### config.mk
export PLATFORM = sky130hd
export DESIGN_NAME = sequential_record_list_flat
export DESIGN_NICKNAME = d
export VERILOG_FILES = /design/src/hw/rtl/srl_pkg.sv /design/src/hw/rtl/srl_req_if.sv /design/src/hw/rtl/srl_rsp_if.sv /design/src/hw/rtl/sequential_record_list.sv /design/src/hw/rtl/srl_ctrl.sv /design/src/hw/rtl/srl_dpath.sv /design/src/flat_wrapper.sv
export SDC_FILE = /design/constraint.sdc
export NUM_CORES = 2
export LEC_CHECK = 0
export BUFFER_PORTS_ARGS = -buffer_cell sky130_fd_sc_hd__buf_2
export CORE_UTILIZATION = 45
export CTS_BUF_LIST = sky130_fd_sc_hd__clkbuf_16
export CTS_CLUSTER_DIAMETER = 60
export DETAILED_ROUTE_END_ITERATION = 10
export PLACE_DENSITY = 0.65
export SLEW_MARGIN = 20
export SYNTH_ARGS = -nofsm -noshare
export SYNTH_HDL_FRONTEND = slang
export SYNTH_HIERARCHICAL = 1
export SYNTH_SLANG_ARGS = --single-unit
### constraint.sdc
create_clock -name clk -period 17.4 [get_ports clk]
set_input_delay 0.87 -clock clk [delete_from_list [all_inputs] [get_ports clk]]
set_output_delay 0.87 -clock clk [all_outputs]
set_load 0.02 [all_outputs]
### src/hw/rtl/srl_pkg.sv
// Shared types and codes for the sequential record list.
`default_nettype none

package srl_pkg;

	localparam int unsigned POS_W   = 6;
	localparam int unsigned COUNT_W = 6;

	typedef enum logic [2:0] {
		CMD_APPEND = 3'd0,
		CMD_INSERT = 3'd1,
		CMD_FIND   = 3'd2,
		CMD_DELETE = 3'd3,
		CMD_READ   = 3'd4,
		CMD_CLEAR  = 3'd5
	} cmd_t;

	typedef enum logic [1:0] {
		ST_OK     = 2'd0,
		ST_BADPOS = 2'd1,
		ST_FULL   = 2'd2,
		ST_EMPTY  = 2'd3
	} status_t;

	typedef struct packed {
		logic [7:0]  age;
		logic [9:0]  height;
		logic [31:0] weight;
	} rec_t;

	typedef struct packed {
		logic [2:0]       cmd;
		logic [POS_W-1:0] position;
		logic [7:0]       in_age;
		logic [9:0]       in_height;
		logic [31:0]      in_weight;
	} req_t;

	typedef struct packed {
		status_t            status;
		logic               found;
		logic [7:0]         out_age;
		logic [9:0]         out_height;
		logic [31:0]        out_weight;
		logic [COUNT_W-1:0] entry_count;
	} rsp_t;

	typedef enum logic [1:0] {
		RD_POS,
		RD_IDX,
		RD_IDX_PREV
	} rd_sel_t;

	typedef enum logic [1:0] {
		WR_TAIL,
		WR_POS,
		WR_IDX
	} wr_sel_t;

	typedef enum logic [2:0] {
		S_IDLE,
		S_EXEC,
		S_SHIFT_RD,
		S_SHIFT_WR,
		S_FIND_RD,
		S_FIND_CMP,
		S_READ_WAIT,
		S_FINISH
	} state_t;

	// Commands from the controller to the datapath.
	typedef struct packed {
		logic    ld_item;
		logic    mem_wr;
		wr_sel_t wr_sel;
		logic    mem_rd;
		rd_sel_t rd_sel;
		logic    idx_load_fill;
		logic    idx_clr;
		logic    idx_inc;
		logic    idx_dec;
		logic    fill_inc;
		logic    fill_dec;
		logic    fill_clr;
		logic    st_set;
		status_t st_code;
		logic    found_set;
		logic    rdout_cap;
		logic    out_load;
	} ctrl_t;

	// Status from the datapath to the controller.
	typedef struct packed {
		logic [2:0] cmd;
		logic       full;
		logic       empty;
		logic       pos_gt_fill;
		logic       pos_ge_fill;
		logic       idx_gt_pos;
		logic       idx_lt_fill;
		logic       match;
		logic       out_free;
	} stat_t;

endpackage

`default_nettype wire

### src/hw/rtl/srl_req_if.sv
// Command channel interface for the sequential record list.
`default_nettype none

interface srl_req_if;
	logic          valid;
	logic          ready;
	srl_pkg::req_t data;

	modport source (output valid, output data, input ready);
	modport sink (input valid, input data, output ready);
endinterface

`default_nettype wire

### src/hw/rtl/srl_rsp_if.sv
// Result channel interface for the sequential record list.
`default_nettype none

interface srl_rsp_if;
	logic          valid;
	logic          ready;
	srl_pkg::rsp_t data;

	modport source (output valid, output data, input ready);
	modport sink (input valid, input data, output ready);
endinterface

`default_nettype wire

### src/hw/rtl/sequential_record_list.sv
// Sequential record list: a bounded ordered list of age/height/weight records in
// a single-port memory with registered read. One command is taken at a time and
// gives one result. Insert moves each entry from the position up by one place and
// find examines entries from the first until one matches; each moved or compared
// entry needs one memory read and then one write or compare.
// The next command is accepted once the previous result is in the output register,
// even while that result waits to be taken. The memory has no reset; reset clears
// only the fill count, the result valid flag and the controller state.
`default_nettype none

module sequential_record_list #(
	parameter int unsigned CAPACITY = 32
) (
	input  wire logic clk,
	input  wire logic arst_n,
	srl_req_if.sink   req,
	srl_rsp_if.source rsp
);

	srl_pkg::ctrl_t ctrl;
	srl_pkg::stat_t stat;

	srl_ctrl u_ctrl (
		.clk       (clk),
		.arst_n    (arst_n),
		.req_valid (req.valid),
		.req_ready (req.ready),
		.stat      (stat),
		.ctrl      (ctrl)
	);

	srl_dpath #(
		.CAPACITY (CAPACITY)
	) u_dpath (
		.clk       (clk),
		.arst_n    (arst_n),
		.req_data  (req.data),
		.ctrl      (ctrl),
		.stat      (stat),
		.rsp_valid (rsp.valid),
		.rsp_ready (rsp.ready),
		.rsp_data  (rsp.data)
	);

	// one command in flight: no accept right after an accept
	a_one_in_flight: assert property (@(posedge clk) disable iff (!arst_n)
		req.valid && req.ready |=> !req.ready)
		else $error("command accepted while another is in progress");

	// a match is only reported with ok status
	a_found_ok: assert property (@(posedge clk) disable iff (!arst_n)
		rsp.valid && rsp.data.found |-> rsp.data.status == srl_pkg::ST_OK)
		else $error("found flag with non-ok status");

	// refused commands carry no record
	a_refused_zero: assert property (@(posedge clk) disable iff (!arst_n)
		rsp.valid && rsp.data.status != srl_pkg::ST_OK |->
		rsp.data.out_age == '0 && rsp.data.out_height == '0 && rsp.data.out_weight == '0)
		else $error("record fields set on refused command");

	// loading a result never overwrites one still waiting
	a_no_overwrite: assert property (@(posedge clk) disable iff (!arst_n)
		ctrl.out_load |-> !rsp.valid || rsp.ready)
		else $error("result register overwritten");

endmodule

`default_nettype wire

### src/hw/rtl/srl_ctrl.sv
// Controller state machine for the sequential record list.
`default_nettype none

module srl_ctrl (
	input  wire logic            clk,
	input  wire logic            arst_n,
	input  wire logic            req_valid,
	output logic                 req_ready,
	input  wire srl_pkg::stat_t  stat,
	output srl_pkg::ctrl_t       ctrl
);

	srl_pkg::state_t state_q, state_d;

	always_ff @(posedge clk or negedge arst_n) begin
		if (!arst_n) begin
			state_q <= srl_pkg::S_IDLE;
		end else begin
			state_q <= state_d;
		end
	end

	assign req_ready = (state_q == srl_pkg::S_IDLE);

	// Next state
	always_comb begin
		state_d = state_q;
		case (state_q)
			srl_pkg::S_IDLE: begin
				if (req_valid) begin
					state_d = srl_pkg::S_EXEC;
				end
			end
			srl_pkg::S_EXEC: begin
				case (stat.cmd)
					srl_pkg::CMD_INSERT: begin
						if (!stat.pos_gt_fill && !stat.full) begin
							state_d = srl_pkg::S_SHIFT_RD;
						end else begin
							state_d = srl_pkg::S_FINISH;
						end
					end
					srl_pkg::CMD_FIND: begin
						state_d = srl_pkg::S_FIND_RD;
					end
					srl_pkg::CMD_READ: begin
						if (!stat.empty && !stat.pos_ge_fill) begin
							state_d = srl_pkg::S_READ_WAIT;
						end else begin
							state_d = srl_pkg::S_FINISH;
						end
					end
					default: begin
						state_d = srl_pkg::S_FINISH;
					end
				endcase
			end
			srl_pkg::S_SHIFT_RD: begin
				if (stat.idx_gt_pos) begin
					state_d = srl_pkg::S_SHIFT_WR;
				end else begin
					state_d = srl_pkg::S_FINISH;
				end
			end
			srl_pkg::S_SHIFT_WR: begin
				state_d = srl_pkg::S_SHIFT_RD;
			end
			srl_pkg::S_FIND_RD: begin
				if (stat.idx_lt_fill) begin
					state_d = srl_pkg::S_FIND_CMP;
				end else begin
					state_d = srl_pkg::S_FINISH;
				end
			end
			srl_pkg::S_FIND_CMP: begin
				if (stat.match) begin
					state_d = srl_pkg::S_FINISH;
				end else begin
					state_d = srl_pkg::S_FIND_RD;
				end
			end
			srl_pkg::S_READ_WAIT: begin
				state_d = srl_pkg::S_FINISH;
			end
			srl_pkg::S_FINISH: begin
				if (stat.out_free) begin
					state_d = srl_pkg::S_IDLE;
				end
			end
			default: begin
				state_d = srl_pkg::S_IDLE;
			end
		endcase
	end

	// Datapath commands
	always_comb begin
		ctrl = '0;
		case (state_q)
			srl_pkg::S_IDLE: begin
				ctrl.ld_item = req_valid;
			end
			srl_pkg::S_EXEC: begin
				case (stat.cmd)
					srl_pkg::CMD_APPEND: begin
						if (stat.full) begin
							ctrl.st_set  = 1'b1;
							ctrl.st_code = srl_pkg::ST_FULL;
						end else begin
							ctrl.mem_wr   = 1'b1;
							ctrl.wr_sel   = srl_pkg::WR_TAIL;
							ctrl.fill_inc = 1'b1;
						end
					end
					srl_pkg::CMD_INSERT: begin
						// bad position is checked ahead of full
						if (stat.pos_gt_fill) begin
							ctrl.st_set  = 1'b1;
							ctrl.st_code = srl_pkg::ST_BADPOS;
						end else if (stat.full) begin
							ctrl.st_set  = 1'b1;
							ctrl.st_code = srl_pkg::ST_FULL;
						end else begin
							ctrl.idx_load_fill = 1'b1;
						end
					end
					srl_pkg::CMD_FIND: begin
						ctrl.idx_clr = 1'b1;
					end
					srl_pkg::CMD_DELETE: begin
						if (stat.empty) begin
							ctrl.st_set  = 1'b1;
							ctrl.st_code = srl_pkg::ST_EMPTY;
						end else begin
							ctrl.fill_dec = 1'b1;
						end
					end
					srl_pkg::CMD_READ: begin
						if (stat.empty) begin
							ctrl.st_set  = 1'b1;
							ctrl.st_code = srl_pkg::ST_EMPTY;
						end else if (stat.pos_ge_fill) begin
							ctrl.st_set  = 1'b1;
							ctrl.st_code = srl_pkg::ST_BADPOS;
						end else begin
							ctrl.mem_rd = 1'b1;
							ctrl.rd_sel = srl_pkg::RD_POS;
						end
					end
					srl_pkg::CMD_CLEAR: begin
						ctrl.fill_clr = 1'b1;
					end
					default: begin
					end
				endcase
			end
			srl_pkg::S_SHIFT_RD: begin
				if (stat.idx_gt_pos) begin
					ctrl.mem_rd = 1'b1;
					ctrl.rd_sel = srl_pkg::RD_IDX_PREV;
				end else begin
					ctrl.mem_wr   = 1'b1;
					ctrl.wr_sel   = srl_pkg::WR_POS;
					ctrl.fill_inc = 1'b1;
				end
			end
			srl_pkg::S_SHIFT_WR: begin
				ctrl.mem_wr  = 1'b1;
				ctrl.wr_sel  = srl_pkg::WR_IDX;
				ctrl.idx_dec = 1'b1;
			end
			srl_pkg::S_FIND_RD: begin
				if (stat.idx_lt_fill) begin
					ctrl.mem_rd = 1'b1;
					ctrl.rd_sel = srl_pkg::RD_IDX;
				end
			end
			srl_pkg::S_FIND_CMP: begin
				if (stat.match) begin
					ctrl.found_set = 1'b1;
				end else begin
					ctrl.idx_inc = 1'b1;
				end
			end
			srl_pkg::S_READ_WAIT: begin
				ctrl.rdout_cap = 1'b1;
			end
			srl_pkg::S_FINISH: begin
				ctrl.out_load = stat.out_free;
			end
			default: begin
			end
		endcase
	end

endmodule

`default_nettype wire

### src/hw/rtl/srl_dpath.sv
// Datapath for the sequential record list: record memory, counters, result register.
`default_nettype none

module srl_dpath #(
	parameter int unsigned CAPACITY = 32
) (
	input  wire logic           clk,
	input  wire logic           arst_n,
	input  wire srl_pkg::req_t  req_data,
	input  wire srl_pkg::ctrl_t ctrl,
	output srl_pkg::stat_t      stat,
	output logic                rsp_valid,
	input  wire logic           rsp_ready,
	output srl_pkg::rsp_t       rsp_data
);

	localparam int unsigned AW = (CAPACITY > 1) ? $clog2(CAPACITY) : 1;
	localparam int unsigned CW = $clog2(CAPACITY + 1);
	localparam int unsigned PW = (CW > srl_pkg::POS_W) ? CW : srl_pkg::POS_W;

	srl_pkg::rec_t mem [CAPACITY];

	logic [2:0]              cmd_q;
	logic [srl_pkg::POS_W-1:0] pos_q;
	srl_pkg::rec_t           rec_q;
	srl_pkg::rec_t           rd_q;
	logic [CW-1:0]           fill_q;
	logic [CW-1:0]           idx_q;
	srl_pkg::status_t        status_q;
	logic                    found_q;
	srl_pkg::rec_t           rdout_q;
	logic                    out_valid_q;
	srl_pkg::rsp_t           out_data_q;

	logic [PW-1:0] pos_ext, fill_ext, idx_ext;
	logic [AW-1:0] pos_addr, idx_addr, prev_addr, fill_addr;
	logic [AW-1:0] rd_addr, wr_addr;
	srl_pkg::rec_t wr_data;

	assign pos_ext   = PW'(pos_q);
	assign fill_ext  = PW'(fill_q);
	assign idx_ext   = PW'(idx_q);
	assign pos_addr  = AW'(pos_ext);
	assign idx_addr  = AW'(idx_q);
	assign prev_addr = AW'(idx_q - 1'b1);
	assign fill_addr = AW'(fill_q);

	always_comb begin
		case (ctrl.rd_sel)
			srl_pkg::RD_POS:      rd_addr = pos_addr;
			srl_pkg::RD_IDX:      rd_addr = idx_addr;
			srl_pkg::RD_IDX_PREV: rd_addr = prev_addr;
			default:              rd_addr = idx_addr;
		endcase
	end

	always_comb begin
		case (ctrl.wr_sel)
			srl_pkg::WR_TAIL: begin
				wr_addr = fill_addr;
				wr_data = rec_q;
			end
			srl_pkg::WR_POS: begin
				wr_addr = pos_addr;
				wr_data = rec_q;
			end
			srl_pkg::WR_IDX: begin
				// shift step: entry idx-1 read last cycle moves up to idx
				wr_addr = idx_addr;
				wr_data = rd_q;
			end
			default: begin
				wr_addr = idx_addr;
				wr_data = rd_q;
			end
		endcase
	end

	always_ff @(posedge clk) begin
		if (ctrl.mem_wr) begin
			mem[wr_addr] <= wr_data;
		end
	end

	always_ff @(posedge clk) begin
		if (ctrl.mem_rd) begin
			rd_q <= mem[rd_addr];
		end
	end

	// Item and result payload registers
	always_ff @(posedge clk) begin
		if (ctrl.ld_item) begin
			cmd_q    <= req_data.cmd;
			pos_q    <= req_data.position;
			rec_q    <= '{age: req_data.in_age, height: req_data.in_height,
				weight: req_data.in_weight};
			status_q <= srl_pkg::ST_OK;
			found_q  <= 1'b0;
			rdout_q  <= '0;
		end else begin
			if (ctrl.st_set) begin
				status_q <= ctrl.st_code;
			end
			if (ctrl.found_set) begin
				found_q <= 1'b1;
			end
			if (ctrl.rdout_cap) begin
				rdout_q <= rd_q;
			end
		end
	end

	always_ff @(posedge clk) begin
		if (ctrl.idx_load_fill) begin
			idx_q <= fill_q;
		end else if (ctrl.idx_clr) begin
			idx_q <= '0;
		end else if (ctrl.idx_inc) begin
			idx_q <= idx_q + 1'b1;
		end else if (ctrl.idx_dec) begin
			idx_q <= idx_q - 1'b1;
		end
	end

	always_ff @(posedge clk or negedge arst_n) begin
		if (!arst_n) begin
			fill_q <= '0;
		end else if (ctrl.fill_clr) begin
			fill_q <= '0;
		end else if (ctrl.fill_inc) begin
			fill_q <= fill_q + 1'b1;
		end else if (ctrl.fill_dec) begin
			fill_q <= fill_q - 1'b1;
		end
	end

	always_ff @(posedge clk or negedge arst_n) begin
		if (!arst_n) begin
			out_valid_q <= 1'b0;
		end else if (ctrl.out_load) begin
			out_valid_q <= 1'b1;
		end else if (rsp_ready) begin
			out_valid_q <= 1'b0;
		end
	end

	always_ff @(posedge clk) begin
		if (ctrl.out_load) begin
			out_data_q <= '{status: status_q, found: found_q,
				out_age: rdout_q.age, out_height: rdout_q.height,
				out_weight: rdout_q.weight,
				entry_count: srl_pkg::COUNT_W'(fill_q)};
		end
	end

	assign rsp_valid = out_valid_q;
	assign rsp_data  = out_data_q;

	assign stat.cmd         = cmd_q;
	assign stat.full        = (fill_q == CW'(CAPACITY));
	assign stat.empty       = (fill_q == '0);
	assign stat.pos_gt_fill = (pos_ext > fill_ext);
	assign stat.pos_ge_fill = (pos_ext >= fill_ext);
	assign stat.idx_gt_pos  = (idx_ext > pos_ext);
	assign stat.idx_lt_fill = (idx_q < fill_q);
	assign stat.match       = (rd_q == rec_q);
	assign stat.out_free    = !out_valid_q || rsp_ready;

endmodule

`default_nettype wire
### src/flat_wrapper.sv
// flat-port wrapper written by rule: the top's interface ports become plain ports
module sequential_record_list_flat 
#(
	parameter int unsigned CAPACITY = 32
)
  (clk, arst_n, req_valid, req_data, req_ready, rsp_valid, rsp_data, rsp_ready);
  srl_req_if req_i ();
  srl_rsp_if rsp_i ();
  input  wire logic clk;
  input  wire logic arst_n;
  input wire logic [$bits(req_i.valid)-1:0] req_valid;
  input wire logic [$bits(req_i.data)-1:0] req_data;
  output wire logic [$bits(req_i.ready)-1:0] req_ready;
  output wire logic [$bits(rsp_i.valid)-1:0] rsp_valid;
  output wire logic [$bits(rsp_i.data)-1:0] rsp_data;
  input wire logic [$bits(rsp_i.ready)-1:0] rsp_ready;
  assign req_i.valid = req_valid;
  assign req_i.data = req_data;
  assign req_ready = req_i.ready;
  assign rsp_valid = rsp_i.valid;
  assign rsp_data = rsp_i.data;
  assign rsp_i.ready = rsp_ready;
  sequential_record_list #(.CAPACITY(CAPACITY)) u_core (.clk(clk), .arst_n(arst_n), .req(req_i), .rsp(rsp_i));
endmodule
==> impl_metrics.json <==
{
  "cp_slowest_cell": "o31a_2",
  "min_from": "req_data[1]",
  "synthFlopType": "edfxtp_1",
  "outcome": "finished, final reports clean",
  "netlist_area_um2": 87800,
  "layout-drive-gt1-share": 0.162,
  "die_h_um": 444,
  "p_leak_nw": 30.1,
  "grt_first_pass_wirelength_mm": 437,
  "irDropWorstVdd_mv": 0.227,
  "cts_tree": "done",
  "drt_pass1_iterations": 6,
  "grt-ovfl-total": 0,
  "end_kind": "flip-flop",
  "die-area_um2": 197000,
  "worstPathMaxFanout": 160,
  "drv_slew": 0,
  "ys_ff_latch": 1837,
  "worstPathRequired_ns": 18.07,
  "n_fill_cell": 16000,
  "whs_ns": 0.179,
  "relSlewSlack": 0.156,
  "hold_viol": 0,
  "tightest_slew_ns": 1.26,
  "criticalPathCategory": "reg2reg",
  "rsz0062_at_grt": "no",
  "fin_tns_setup_ns": 0,
  "io_buffer_count": 123,
  "finalSetupViolations": 0,
  "final_common_cell": "edfxtp_1",
  "syn_avg_cell_area_um2": 13.5,
  "numCtsBuffers": 188,
  "fin_nets": 6337,
  "viasPerCell": 7.31,
  "synth-warning-count": 6,
  "drtIter0Drc": 10500,
  "syn-num-nets": 6565,
  "wl_per_cell_um": 34.4,
  "final_core_util": 0.499,
  "synthArstFlopShare": 0.00544,
  "dieWidth_um": 444,
  "register_area_um2": 54600,
  "rows": 161,
  "ios": 124,
  "r2r_start": "u_core/u_dpath/idx_ext[0]",
  "dp_hpwl_mm": 162,
  "cts_htree_levels": 4,
  "cp.arrival_ns": 8.55,
  "clock-sinks": 1837,
  "grtUsageTotal": 0.302,
  "drc": 0,
  "yosys.area.top_type_share": 0.607,
  "clock_skew_ns": 0.0360,
  "cp_slowest_stage_delay_ns": 0.84,
  "clkTransAtPathRegs_ns": 0.06,
  "synth_edf_count": 1774,
  "core_um2": 193000,
  "clock_latency_ns": 0.87,
  "place_ws_ns": 9.87,
  "maxCapViolCount": 0,
  "gp_congestion": 0.830,
  "synthToLayoutAreaGrowth_pct": 9.75,
  "routed-via-count": 65400,
  "period_share": 0.453,
  "ys_types": 90,
  "synth_seq_area_share": 0.622,
  "pwr_density_cell_nw_per_um2": 178,
  "drtAntennaViolNets": 0,
  "path_cells": "inv_6 -> ha_1 -> nor2b_1 -> o21ai_0 -> nand2b_1 -> a221oi_1 -> a41oi_1 -> inv_1 -> nor4_2 -> buf_12 -> nor2_4 -> buf_4 -> o31a_2 -> buf_4 -> buf_12 -> o311ai_0 -> a32oi_1 -> o2111ai_1 -> a211oi_2",
  "rr_worst_depth": 19,
  "initial_core_util": 0.454,
  "reg2reg_slack_ns": 9.52,
  "syn_inst": 6478,
  "routed_wl_mm": 307,
  "cts_root_buf": "clkbuf_16",
  "antenna_found_initial": 9,
  "min-delay-path-class": "in2reg",
  "clockBufferDepth": 3,
  "grt_pass1_vias": 63300,
  "yosys-top-cells-area": "edfxtp_1, mux2_2, o22ai_1, mux2i_1, a221oi_1",
  "multi_input_area_um2": 30300,
  "finalCriticalPeriod_ns": 7.88,
  "regToRegEndpoint": "u_core/u_dpath/rd_q[37]",
  "start_kind": "flip-flop",
  "setup_ws_ns": 9.52,
  "hold_path_depth": 1,
  "timing.fmax_mhz": 127,
  "grt_max_degree": 178,
  "holdPathEnd": "u_core/u_dpath/rec_q[1]",
  "final_cell_mix": "edfxtp_1, a21oi_1, o22ai_1",
  "yosys.area.top_type": "edfxtp_1"
}
[cell usage after synthesis (all sizes together), types with 100 or more instances]
master and number:
a211oi 100, a21oi 368, a221oi 301, a22oi 103, a31oi 201, a32oi 150
and3 102, buf 338, clkbuf 356, edfxtp 1774, mux2 251, mux2i 212
nand2 178, nor2 328, nor2b 207, nor4b 100, o2111ai 150, o221ai 151
o22ai 350
[stage by stage]
stage          power [mW]  instance area (um2)  cells
5_1_grt              17.6                96300   8940
3_5_place_dp         12.8                90000   8584
6_report             17.2                96300   8948
2_1_floorplan        10.6                87800   6478
3_3_place_gp         12.7                90000   8584
4_1_cts              16.9                96300   8939
[worst max-delay path, delay by kind of cell (launching register included)]
kind                     cells  cell delay (ns)
flip-flops                   1             0.58
AND/OR/NAND/NOR              4             0.82
adder cells (fa/ha/maj)      1             0.26
AO/OA/AOI/OAI                8             2.53
buffers and inverters        6             3.27
[worst max-delay path by stage]
stage / from / end / slack, ns
2_1_floorplan: u_core/u_dpath/idx_ext[0] / u_core/u_dpath/mem[0][0] / 11.50
3_5_place_dp: u_core/u_dpath/idx_ext[0] / u_core/u_dpath/rd_q[37] / 9.87
3_3_place_gp: u_core/u_dpath/idx_ext[0] / u_core/u_dpath/rd_q[40] / 9.81
4_1_cts: u_core/u_dpath/idx_ext[0] / u_core/u_dpath/rd_q[37] / 9.78
5_1_grt: u_core/u_dpath/idx_ext[0] / u_core/u_dpath/rd_q[37] / 9.34
6_report: u_core/u_dpath/idx_ext[0] / u_core/u_dpath/rd_q[37] / 9.52
[flip-flops by register name, summed over array words and instances (netlist names)]
register and count:
u_core/u_dpath/rsp_data 59, u_core/u_dpath/status_q 2, u_core/u_dpath/cmd_q 3, u_core/u_dpath/rec_q 50, u_core/u_dpath/idx_ext 6, u_core/u_dpath/rd_q 50
u_core/u_dpath/rsp_valid 1, u_core/u_dpath/pos_ext 6, u_core/u_dpath/found_q 1, u_core/u_ctrl/state_q 3, u_core/u_dpath/fill_ext 6, u_core/u_dpath/rdout_q 50
u_core/u_dpath/mem 1600
[metal layers]
layer  share of wire  global-route usage
met1            0.37               0.392
met2            0.45               0.464
met3            0.13              0.0806
met4           0.054               0.157
met5        0.000042                   0
[logic make-up (layout without fill, tap and decap cells)]
logic type	Yosys count	after routing	share of synthesized area
flip-flops	1837	1837	0.622
multiplexers	513	513	0.0692
other	0	8	0
adder cells (fa/ha/maj)	24	24	0.00351
XOR/XNOR	59	59	0.00589
AO/OA/AOI/OAI	2180	2180	0.190
AND/OR/NAND/NOR	1144	1144	0.0711
buffers and inverters	721	657	0.0389
[layout make-up]
cell class,count,area share
Timing Repair Buffer,276,0.0196
Clock inverter,162,0.0155
Clock buffer,192,0.0499
Antenna cell,8,0.000208
Inverter,27,0.00113
Tap cell,2526,0.0328
Sequential cell,1837,0.567
Multi-Input combinational cell,3920,0.314
[timing repair]
action                                 in CTS  in global routing
gates resized for setup                     0                  0
setup buffers                               0                  0
hold buffers                                1                  0
endpoints found under the hold margin      10                  0
[report_power, final]
group,internal [mW],switching [mW]
clock network,2.38,1.76
logic,2.15,4.85
registers,5.69,0.334
total,10.2,6.94
Power figures use the tool's default switching activity.
